==> src/sv/lat_pkg.sv <==
package lat_pkg;

	typedef enum logic {
		CMD_TOUCH   = 1'b0,
		CMD_COMPUTE = 1'b1
	} cmd_t;

	localparam logic [3:0] TABLE_SIZE_RESET = 4'd4;

	// shared control from the table core to every cell in the update cycle
	typedef struct packed {
		logic update;
		logic hit;
		logic evict;
	} cell_ctrl_t;

endpackage

==> src/sv/lat_cell.sv <==
module lat_cell (
	input  logic                clk,
	input  logic                arst_n,
	input  logic                capture,
	input  logic [31:0]         cmp_addr,
	input  logic [31:0]         new_addr,
	input  logic                valid,
	input  logic                load,
	input  lat_pkg::cell_ctrl_t ctrl,
	input  logic                seen_prev,
	input  logic                seen_next,
	input  logic [31:0]         next1,
	input  logic [31:0]         next2,
	output logic [31:0]         entry,
	output logic                match,
	output logic                seen
);

	logic [31:0] entry_q;
	logic        match_q;
	logic        shift_hit;
	logic [1:0]  sel;
	logic [31:0] entry_d;

	// seen: the hit lies in this slot or an older one
	assign seen = seen_prev | match_q;

	// after an eviction the slot takes from one further up, so look at the next seen flag
	assign shift_hit = ctrl.hit & (ctrl.evict ? seen_next : seen);
	assign sel       = {1'b0, ctrl.evict} + {1'b0, shift_hit};

	always_comb begin
		case (sel)
			2'd0:    entry_d = entry_q;
			2'd1:    entry_d = next1;
			default: entry_d = next2;
		endcase
		if (load)
			entry_d = new_addr;
	end

	always_ff @(posedge clk) begin
		if (ctrl.update)
			entry_q <= entry_d;
	end

	always_ff @(posedge clk or negedge arst_n) begin
		if (!arst_n) begin
			match_q <= 1'b0;
		end else if (capture) begin
			match_q <= valid && (entry_q == cmp_addr);
		end
	end

	assign entry = entry_q;
	assign match = match_q;

endmodule

==> src/sv/lru_address_table_core.sv <==
// Fully associative LRU address list held in a chain of cells, slot 0 the least recent.
// Per command the transfer cycle compares the address in every cell at once, the next
// cycle shifts the chain (each cell loads from itself or one of its two upper
// neighbors) and writes the new address; a compute hit only sets dirty. busy is high
// during that shift cycle; the result appears on the result ports with done high for
// the following cycle, in which the next command may already be started. Results
// cannot be held off: sample them whenever done is high. table_size may be written
// only while the table is idle; 0 acts as 1 and values above CAPACITY act as CAPACITY.
module lru_address_table_core #(
	parameter int CAPACITY = 8
) (
	input  logic        clk,
	input  logic        arst_n,
	input  logic        start,
	output logic        busy,
	input  logic        command,
	input  logic [31:0] address,
	input  logic        table_size_we,
	input  logic [3:0]  table_size_wdata,
	output logic        done,
	output logic        hit,
	output logic        evicted_valid,
	output logic [31:0] evicted_address,
	output logic        dirty,
	output logic [3:0]  occupancy
);

	localparam int CW = $clog2(CAPACITY + 1);
	localparam int LW = (CW > 4) ? CW : 4;

	logic          pend_q;
	logic          done_q;
	logic [CW-1:0] count_q;
	logic          dirty_q;
	logic [3:0]    table_size_q;
	logic          hit_q;
	logic          evict_q;
	logic [31:0]   ev_addr_q;
	logic          cmd_s1;
	logic [31:0]   addr_s1;

	logic          accept;
	logic [CAPACITY+1:0] seen_ext;
	logic [31:0]   entry_ext [CAPACITY+2];
	logic [CAPACITY-1:0] match_vec;
	logic [CAPACITY-1:0] valid_vec;
	logic [CAPACITY-1:0] load_vec;
	logic          any_hit;
	logic          update;
	logic [LW-1:0] lim;
	logic [LW-1:0] size_ext;
	logic [LW-1:0] count_mid;
	logic          evict;
	logic [CW-1:0] count_new;
	logic          append;
	logic [CW-1:0] count_fin;
	logic [31:0]   ev_addr;
	logic [LW-1:0] occ_ext;
	lat_pkg::cell_ctrl_t ctrl;

	assign accept  = start && !pend_q;
	assign any_hit = |match_vec;
	assign update  = pend_q && !(cmd_s1 == lat_pkg::CMD_COMPUTE && any_hit);

	always_comb begin
		size_ext = LW'(table_size_q);
		if (size_ext == '0)
			lim = LW'(1);
		else if (size_ext > LW'(CAPACITY))
			lim = LW'(CAPACITY);
		else
			lim = size_ext;
	end

	assign count_mid = LW'(count_q) - LW'(any_hit);
	assign evict     = (count_mid >= lim) && (count_mid != '0);
	assign count_new = CW'(count_mid) - CW'(evict);
	assign append    = count_new < CW'(CAPACITY);
	assign count_fin = count_new + CW'(append);

	// the oldest slot is gone already when the hit sits there
	assign ev_addr = (any_hit && match_vec[0]) ? entry_ext[1] : entry_ext[0];

	assign ctrl.update = update;
	assign ctrl.hit    = any_hit;
	assign ctrl.evict  = evict;

	assign seen_ext[0] = 1'b0;
	assign seen_ext[CAPACITY+1] = seen_ext[CAPACITY];
	assign entry_ext[CAPACITY]   = '0;
	assign entry_ext[CAPACITY+1] = '0;

	for (genvar i = 0; i < CAPACITY; i++) begin : g_cell
		assign valid_vec[i] = CW'(i) < count_q;
		assign load_vec[i]  = append && (CW'(i) == count_new);

		lat_cell u_cell (
			.clk       (clk),
			.arst_n    (arst_n),
			.capture   (accept),
			.cmp_addr  (address),
			.new_addr  (addr_s1),
			.valid     (valid_vec[i]),
			.load      (load_vec[i]),
			.ctrl      (ctrl),
			.seen_prev (seen_ext[i]),
			.seen_next (seen_ext[i+2]),
			.next1     (entry_ext[i+1]),
			.next2     (entry_ext[i+2]),
			.entry     (entry_ext[i]),
			.match     (match_vec[i]),
			.seen      (seen_ext[i+1])
		);
	end

	always_ff @(posedge clk) begin
		if (accept) begin
			cmd_s1  <= command;
			addr_s1 <= address;
		end
		if (pend_q) begin
			hit_q     <= any_hit;
			evict_q   <= update && evict;
			ev_addr_q <= (update && evict) ? ev_addr : '0;
		end
	end

	always_ff @(posedge clk or negedge arst_n) begin
		if (!arst_n) begin
			pend_q       <= 1'b0;
			done_q       <= 1'b0;
			count_q      <= '0;
			dirty_q      <= 1'b0;
			table_size_q <= lat_pkg::TABLE_SIZE_RESET;
		end else begin
			pend_q <= accept;
			done_q <= pend_q;
			if (table_size_we)
				table_size_q <= table_size_wdata;
			if (pend_q) begin
				if (update)
					count_q <= count_fin;
				else
					dirty_q <= 1'b1;
			end
		end
	end

	assign occ_ext = LW'(count_q);

	assign busy            = pend_q;
	assign done            = done_q;
	assign hit             = hit_q;
	assign evicted_valid   = evict_q;
	assign evicted_address = ev_addr_q;
	assign dirty           = dirty_q;
	assign occupancy       = occ_ext[3:0];

endmodule
==> config.mk <==
export PLATFORM = sky130hd
export DESIGN_NAME = lru_address_table_core
export DESIGN_NICKNAME = d
export VERILOG_FILES = /design/src/sv/lat_pkg.sv /design/src/sv/lat_cell.sv /design/src/sv/lru_address_table_core.sv
export SDC_FILE = /design/constraint.sdc
export NUM_CORES = 1
export LEC_CHECK = 0
export BUFFER_PORTS_ARGS = -buffer_cell sky130_fd_sc_hd__buf_2
export CAP_MARGIN = 30
export CORE_ASPECT_RATIO = 1.5
export CORE_MARGIN = 2
export CORE_UTILIZATION = 38
export CTS_BUF_LIST = sky130_fd_sc_hd__clkbuf_8 sky130_fd_sc_hd__clkbuf_16
export DETAILED_ROUTE_END_ITERATION = 10
export MAX_ROUTING_LAYER = met4
export PLACE_DENSITY = 0.53
export RECOVER_POWER = 50
export SYNTH_ARGS = -nofsm -noshare
export SYNTH_HDL_FRONTEND = slang
export SYNTH_HIERARCHICAL = 1
export SYNTH_SLANG_ARGS = --single-unit
==> constraint.sdc <==
create_clock -name clk -period 7 [get_ports clk]
set_input_delay 0.35 -clock clk [delete_from_list [all_inputs] [get_ports clk]]
set_output_delay 0.35 -clock clk [all_outputs]
set_load 0.02 [all_outputs]
== Word-level counts from Yosys, hierarchy flattened ==
Index checks and enable logic that the tools add are counted.

* Add/subtract/negate cells: 11
* Multipliers: 0
* Divide/modulo/power cells: 0
* $lt $le $gt $ge: 11
* Eq/ne operators: 30
* Shift operators: 0
* Mux-type cells: 26
* Bitwise operators: 16
* Reductions and logical operators: 46

{| class="wikitable"
|+ Operator list
! cell !! number
|-
| $pmux 32 s2 || 7
|-
| $mux 32 || 10
|-
| $eq 32x32->1 || 8
|-
| $logic_and 1x1->1 || 22
|-
| $reduce_and 2->1 || 10
|-
| $add 1x1->2 || 8
|-
| $eq 3x4->1 const A || 4
|-
| $logic_not 2->1 || 8
|-
| $lt 3x4->1 const A || 4
|-
| $ne 2x1->1 const B || 8
|-
| $eq 2x1->1 const B || 7
|-
| $and 1x1->1 || 8
|-
| $eq 2x4->1 const A || 2
|-
| $logic_not 4->1 || 2
|-
| $lt 1x4->1 const A || 2
|-
| $lt 2x4->1 const A || 2
|-
| $mux 4 || 2
|-
| $reduce_or 8->1 || 1
|-
| $sub 4x1->4 || 2
|-
| $mux 1 || 7
|-
| $or 1x1->1 || 7
|-
| $add 4x1->4 || 1
|-
| $eq 1x4->1 const A || 1
|-
| $ge 4x4->1 || 1
|-
| other kinds (5) || 6
|}

* Bits in registers: 342
* Latch bits: 0
* Memory bits (writable): 0
* Memory bits (read-only): 0
* Bits of input ports: 41
* Word-level logic and storage cells: 166
* Memories: 0

== Logic depth before layout (Yosys ltp) ==
* Word-level depth: 13
* Mapped depth: 22
* Mapped depth without buffers: 19

== Cells and area by module ==
The synthesis kept the hierarchy.

{| class="wikitable"
|+ Modules (own cells, without submodules)
! module !! times used !! cells each !! area each (sq um) !! sequential area each (sq um)
|-
| lat_cell || 8 || 192 || 2059.5 || 985.9
|-
| lru_address_table_core || 1 || 246 || 3741.1 || 2288.4
|}

== Worst setup path before layout ==
No wires, ideal clock.

* Kind: flip-flop to flip-flop
* Start point: register g_cell[0].u_cell.match_q
* End point: register g_cell[3].u_cell.entry_q[0], enable pin
* Setup time: 0.430 ns
* Arrival time: 5.986 ns
* Data required time: 6.570 ns
* Path slack: 0.584 ns
* Cell stages (with the launch flop): 22
* Path buffers: 4
* Clock period less this slack: 6.416 ns
* Cells stage by stage: dfrtp_1 -> clkbuf_1 -> nor4_2 -> nand2_1 -> ha_1 -> nor3b_4 -> xnor2_2 -> inv_1 -> ha_1 -> o21ai_0 -> o21ba_1 -> clkbuf_1 -> buf_2 -> nor2_1 -> ha_1 -> ha_1 -> and2_1 -> a22oi_1 -> nor3_1 -> clkbuf_1 -> inv_1 -> a21boi_1

* Elaborated cells between the ends (all ways): 22
* Classes of those cells: add/sub (3); order compare (2); eq/ne (2); mux (1); bitwise (5); reduce/logical (9)

{| class="wikitable"
|+ RTL lines
! element !! RTL line !! RTL
|-
| start, declared || lat_cell.sv:20 || <nowiki>logic match_q;</nowiki>
|-
| start signal, assigned || lat_cell.sv:51 || <nowiki>match_q <= valid && (entry_q == cmp_addr);</nowiki>
|-
| $reduce_or 8->1 * || lru_address_table_core.sv:62 || <nowiki>assign any_hit = |match_vec;</nowiki>
|-
| via any_hit || lru_address_table_core.sv:48 || <nowiki>logic any_hit;</nowiki>
|-
| $sub 4x1->4 * || lru_address_table_core.sv:75 || <nowiki>assign count_mid = LW'(count_q) - LW'(any_hit);</nowiki>
|-
| $ge 4x4->1 or $reduce_bool 4->1 (tied branches) || lru_address_table_core.sv:76 || <nowiki>assign evict = (count_mid >= lim) && (count_mid != '0);</nowiki>
|-
| $logic_and 1x1->1 * || lru_address_table_core.sv:76 ||
|-
| via evict || lru_address_table_core.sv:53 || <nowiki>logic evict;</nowiki>
|-
| $sub 4x1->4 * || lru_address_table_core.sv:77 || <nowiki>assign count_new = CW'(count_mid) - CW'(evict);</nowiki>
|-
| $lt 4x4->1 or $eq 2x4->1 (tied branches) || lru_address_table_core.sv:78, lru_address_table_core.sv:95 ||
|-
| $logic_and 1x1->1 * || lru_address_table_core.sv:95 || <nowiki>assign load_vec[i] = append && (CW'(i) == count_new);</nowiki>
|-
| via load_vec[3] || lru_address_table_core.sv:47 || <nowiki>logic [CAPACITY-1:0] load_vec;</nowiki>
|-
| $ne 2x1->1 (no source line) * || - ||
|-
| $reduce_and 2->1 (no source line) * || - ||
|-
| end signal, assigned || lat_cell.sv:44 || <nowiki>entry_q <= entry_d;</nowiki>
|-
| end, declared || lat_cell.sv:19 || <nowiki>logic [31:0] entry_q;</nowiki>
|}

The timed path passes the listed nets; every way through them passes the cells marked *.
A chain may end at the register's enable or synchronous reset.

== Worst setup path after layout ==
* Start point: register g_cell[3].u_cell.match_q
* End point: register g_cell[3].u_cell.entry_q[5], enable pin

* Elaborated cells between the ends (all ways): 20
* Classes of those cells: add/sub (3); order compare (2); eq/ne (2); mux (1); bitwise (3); reduce/logical (9)

{| class="wikitable"
|+ RTL lines
! element !! RTL line
|-
| start, declared || lat_cell.sv:20
|-
| start signal, assigned || lat_cell.sv:51
|-
| $reduce_or 8->1 * || lru_address_table_core.sv:62
|-
| via any_hit || lru_address_table_core.sv:48
|-
| $sub 4x1->4 * || lru_address_table_core.sv:75
|-
| $ge 4x4->1 or $reduce_bool 4->1 (tied branches) || lru_address_table_core.sv:76
|-
| $logic_and 1x1->1 * || lru_address_table_core.sv:76
|-
| via evict || lru_address_table_core.sv:53
|-
| $sub 4x1->4 * || lru_address_table_core.sv:77
|-
| $lt 4x4->1 or $eq 2x4->1 (tied branches) || lru_address_table_core.sv:78, lru_address_table_core.sv:95
|-
| $logic_and 1x1->1 * || lru_address_table_core.sv:95
|-
| via load_vec[3] || lru_address_table_core.sv:47
|-
| $ne 2x1->1 (no source line) * || -
|-
| $reduce_and 2->1 (no source line) * || -
|}

Marked as above.

==> results_dict.tcl <==
set metrics [dict create \
    status "finished, violations left" \
    violated_checks "max-capacitance violations, max-slew violations" \
    synth.area.mux_share_pct 14.5 \
    finalWirelength_um 58200 \
    synth_area_sq_um 20200 \
    groute.layer.met1.usage_pct 25.1 \
    relSlewSlack_pct -98.3 \
    number_of_antenna_violating_nets_in_the_routed_design 0 \
    grt_pass1_vias 14105 \
    number_of_storage_elements_in_the_synthesis_netlist 342 \
    groute.usage.overall_pct 22.1 \
    fin_crit_ns 6.23 \
    critical_path.cell_chain "nor4_1, nand2_1, ha_1, nor3b_1, xnor2_1, inv_1, ha_1, o21ai_0, o21ba_2, nor2_1, ha_1, ha_1, and2_1, a22oi_1, nor3_2, inv_1, a21boi_4, buf_4" \
    clockBufferDepth 3 \
    timing.critical_path.slowest_cell_delay_ns 0.69 \
    core_sq_um 52600 \
    area.growth.synth_to_final_pct 12.1 \
    place.detailed.hpwl_um 43300 \
    ys.flop_type "sky130_fd_sc_hd__edfxtp_1" \
    postSynthAreaPerCell_sq_um 11.3 \
    final_total_negative_setup_slack_ns 0 \
    total_power_uw 9510 \
    synth_compound_area_share_pct 7.98 \
    layout-drive-gt1-share_pct 7.44 \
    number_of_flops_mapped_to_enable_cells_by_yosys 323 \
    max_cap_violations 4 \
    worst_slew_pin_slew_ns 2.97 \
    synthXorXnorAreaFrac_pct 11.7 \
    fin_nets 1983 \
    worstPathArrival_ns 6.44 \
    cpMaxStageDelayCell "sky130_fd_sc_hd__nor2_1" \
    synth_top_family_by_area "multiplexers" \
    worst_hold_startpoint "table_size_wdata[3]" \
    rsz0062_at_grt "false" \
    synth-async-reset-ratio_pct 5.56 \
    avgViaCountPerCell 5.20 \
    die-height_um 286 \
    num_rows 103 \
    critical_path.reg2reg.endpoint "g_cell[3].u_cell/entry[5]" \
    hold_depth 3 \
    top_usage_layer "met2" \
    remaining_drc_errors 0 \
    post-route-period-util_pct 89.0 \
    crit_path_start "g_cell[3].u_cell/match" \
    rrSetupSlack_ns 0.77 \
    placement.io_buffers 81 \
    yosys.cell_types.count 53 \
    p_per_area_nw_per_um2 419 \
    route.detailed.wl_per_inst_um 22.1 \
    vdd.ir_drop.worst_uv 240 \
    die_area_sq_um 55100 \
    timing.critical_path.buf_inv 3 \
    detailedRoute.firstPassIterationCount 5 \
    htree_num_levels 2 \
    cell_at_the_root_of_the_clock_tree "sky130_fd_sc_hd__clkbuf_16" \
    end_point_of_the_most_critical_hold_path "size_ext[3]" \
    grt_start_max_net_pins 65 \
    crit_path_start_kind "flip-flop" \
    cts_buffers 37 \
    critical_path.max_fanout 20 \
    crit_family "simple AND/OR/NAND/NOR gates" \
    total_count_of_max_transition_violations_in_the_final_report 109 \
    initial_antenna_violation_count 5 \
    global_routing_usage_on_met2_pct 38.2 \
    synth_adder_area_share_pct 0.990 \
    max_freq_mhz 160 \
    setup.worst_path.end_class "flip-flop" \
    global_route_wire_length_before_repair_um 87500 \
    path_class "reg -> reg" \
    timing.critical_path.mode_cell "sky130_fd_sc_hd__ha_1" \
    reg2regPathDepth 18 \
    post_synth_and_or_nand_nor_area_fraction_pct 11.5 \
    synth-warning-count 6 \
    min_path_type "in -> reg" \
    setup_viol 0 \
    finalHoldViolations 0 \
    floorplan.initialDensity_pct 38.4 \
    cts.clk_slew.worst_paths_ns 0.06 \
    io-pin-count 82 \
    cts_sinks 342 \
    overflow_left_after_global_routing 0 \
    dr.first_iter.drc_count 892 \
    synth_seq_area_share_pct 50.3 \
    num_vias 13705 \
    clock_tree_from_tritoncts "done" \
    post_synth_inst_count 1782 \
    place.gp.congestion 0.865 \
    insertion_delay_of_the_later_clocked_pin_in_the_worst_skew_pair_ns 0.53 \
    p_leak_uw 0.00816 \
    holdWs_ns 0.0522 \
    r2r-start "g_cell[3].u_cell/match" \
    globalRouteMet3Util_pct 2.32 \
    die-width_um 192 \
    timing.critical_path.required_ns 7.21 \
    finalClockSkew_ns 0.0157 \
]
repair_timing:
action | 4_1_cts | 5_1_grt
gates resized for setup | 0 | 0
endpoints found under the hold margin | 19 | 0
hold buffers | 2 | 0
buffers inserted | 0 | 0
where the power goes:
group	internal (uW)	total, uW	switching [uW]
Sequential	3250	3800	545
Combinational	1570	3850	2270
Clock	1050	1860	813
synth_stat cells, drive strengths merged (2+ instances only):
| master | instances | area, sq um |
|---|---|---|
| ha | 16 | 200 |
| mux2i | 288 | 2880 |
| or4 | 8 | 60.1 |
| buf | 35 | 206 |
| inv | 31 | 116 |
| nand4 | 33 | 327 |
| clkbuf | 71 | 267 |
| o21ai | 259 | 1300 |
| nand3 | 10 | 50.1 |
| nand2 | 265 | 997 |
| a21oi | 4 | 20.0 |
| nand2b | 5 | 31.3 |
| nor2 | 11 | 41.3 |
| a21boi | 8 | 60.1 |
| xor2 | 162 | 1430 |
| o211ai | 8 | 60.1 |
| a21o | 2 | 15.0 |
| dfrtp | 18 | 450 |
| o22ai | 8 | 100 |
| nor2b | 2 | 12.5 |
| edfxtp | 323 | 9700 |
| nor3 | 2 | 10.0 |
| mux2 | 5 | 56.3 |
| or3 | 9 | 56.3 |
| nor4 | 74 | 644 |
| or2 | 9 | 56.3 |
| xnor2 | 101 | 892 |
layout make-up:
class	instances	area, sq um
Antenna cell	4	10.0
Clock buffer	39	953
Clock inverter	23	148
Fill cell	4954	29900
Inverter	31	116
Multi-Input combinational cell	1400	9810
Sequential cell	342	10200
Tap cell	682	853
Timing Repair Buffer	114	591
cell usage in the layout, fill, tap and decap left out, drive strengths merged, types with 9 or more instances in the layout:
cell type	n
or3	9
mux2i	288
xnor2	101
dfrtp	18
inv	34
nand4	33
clkbuf	119
edfxtp	323
clkinv	17
nand2	265
o21ai	259
xor2	162
nor2	11
buf	32
or2	9
conb	98
nand3	10
ha	16
nor4	74
per-stage QoR:
step | setup WS [ns] | std cells | area (sq um) | utilization [%]
after CTS | 1.10 | 2631 | 22900 | 43.6
after detailed placement | 1.13 | 2567 | 21800 | 41.5
after global routing | 0.303 | 2635 | 22700 | 43.1
after global placement | 1.29 | 2561 | 21700 | 41.3
final | 0.769 | 2635 | 22700 | 43.1
after floorplan | 0.584 | 1879 | 20600 | -
routing by layer:
metal	share of wire, %	vias up
met2	51	285
met3	3.2	122
met1	40	6630
li1	-	6668
met5	0	-
met4	5.3	0
worst register-to-register path: stages (launching register included):
cell and delay, ns:
sky130_fd_sc_hd__dfrtp_1 0.40, sky130_fd_sc_hd__nor4_1 0.42, sky130_fd_sc_hd__nand2_1 0.34, sky130_fd_sc_hd__ha_1 0.31, sky130_fd_sc_hd__nor3b_1 0.18, sky130_fd_sc_hd__xnor2_1 0.59, sky130_fd_sc_hd__inv_1 0.10, sky130_fd_sc_hd__ha_1 0.29
sky130_fd_sc_hd__o21ai_0 0.08, sky130_fd_sc_hd__o21ba_2 0.22, sky130_fd_sc_hd__nor2_1 0.69, sky130_fd_sc_hd__ha_1 0.30, sky130_fd_sc_hd__ha_1 0.30, sky130_fd_sc_hd__and2_1 0.16, sky130_fd_sc_hd__a22oi_1 0.24, sky130_fd_sc_hd__nor3_2 0.24
sky130_fd_sc_hd__inv_1 0.10, sky130_fd_sc_hd__a21boi_4 0.55, sky130_fd_sc_hd__buf_4 0.40
registers in the layout (all words and copies together), names as in the netlist, 4 cells and up:
register and cells:
size_ext 4, g_cell.u_cell/match 8, evicted_address 32, addr_s1 32, g_cell.u_cell/entry 256, occupancy 4
how the worst max path moves through the flow:
stage | cells after the start | slack (ns) | endpoint
2_1_floorplan | 21 | 0.58 | g_cell[3].u_cell/entry[0]
3_3_place_gp | 18 | 1.29 | g_cell[3].u_cell/entry[4]
3_5_place_dp | 18 | 1.13 | g_cell[3].u_cell/entry[5]
4_1_cts | 18 | 1.10 | g_cell[3].u_cell/entry[5]
5_1_grt | 18 | 0.30 | g_cell[6].u_cell/entry[11]
6_report | 18 | 0.77 | g_cell[3].u_cell/entry[5]
cells by family after synthesis:
kind of cell    Yosys count
flops                   342
buf+inv                 137
compound gates          296
xor+xnor                265
mux                     293
fa+ha+maj                16
other cells               1
simple gates            432
(Power assumes the default switching activity.)
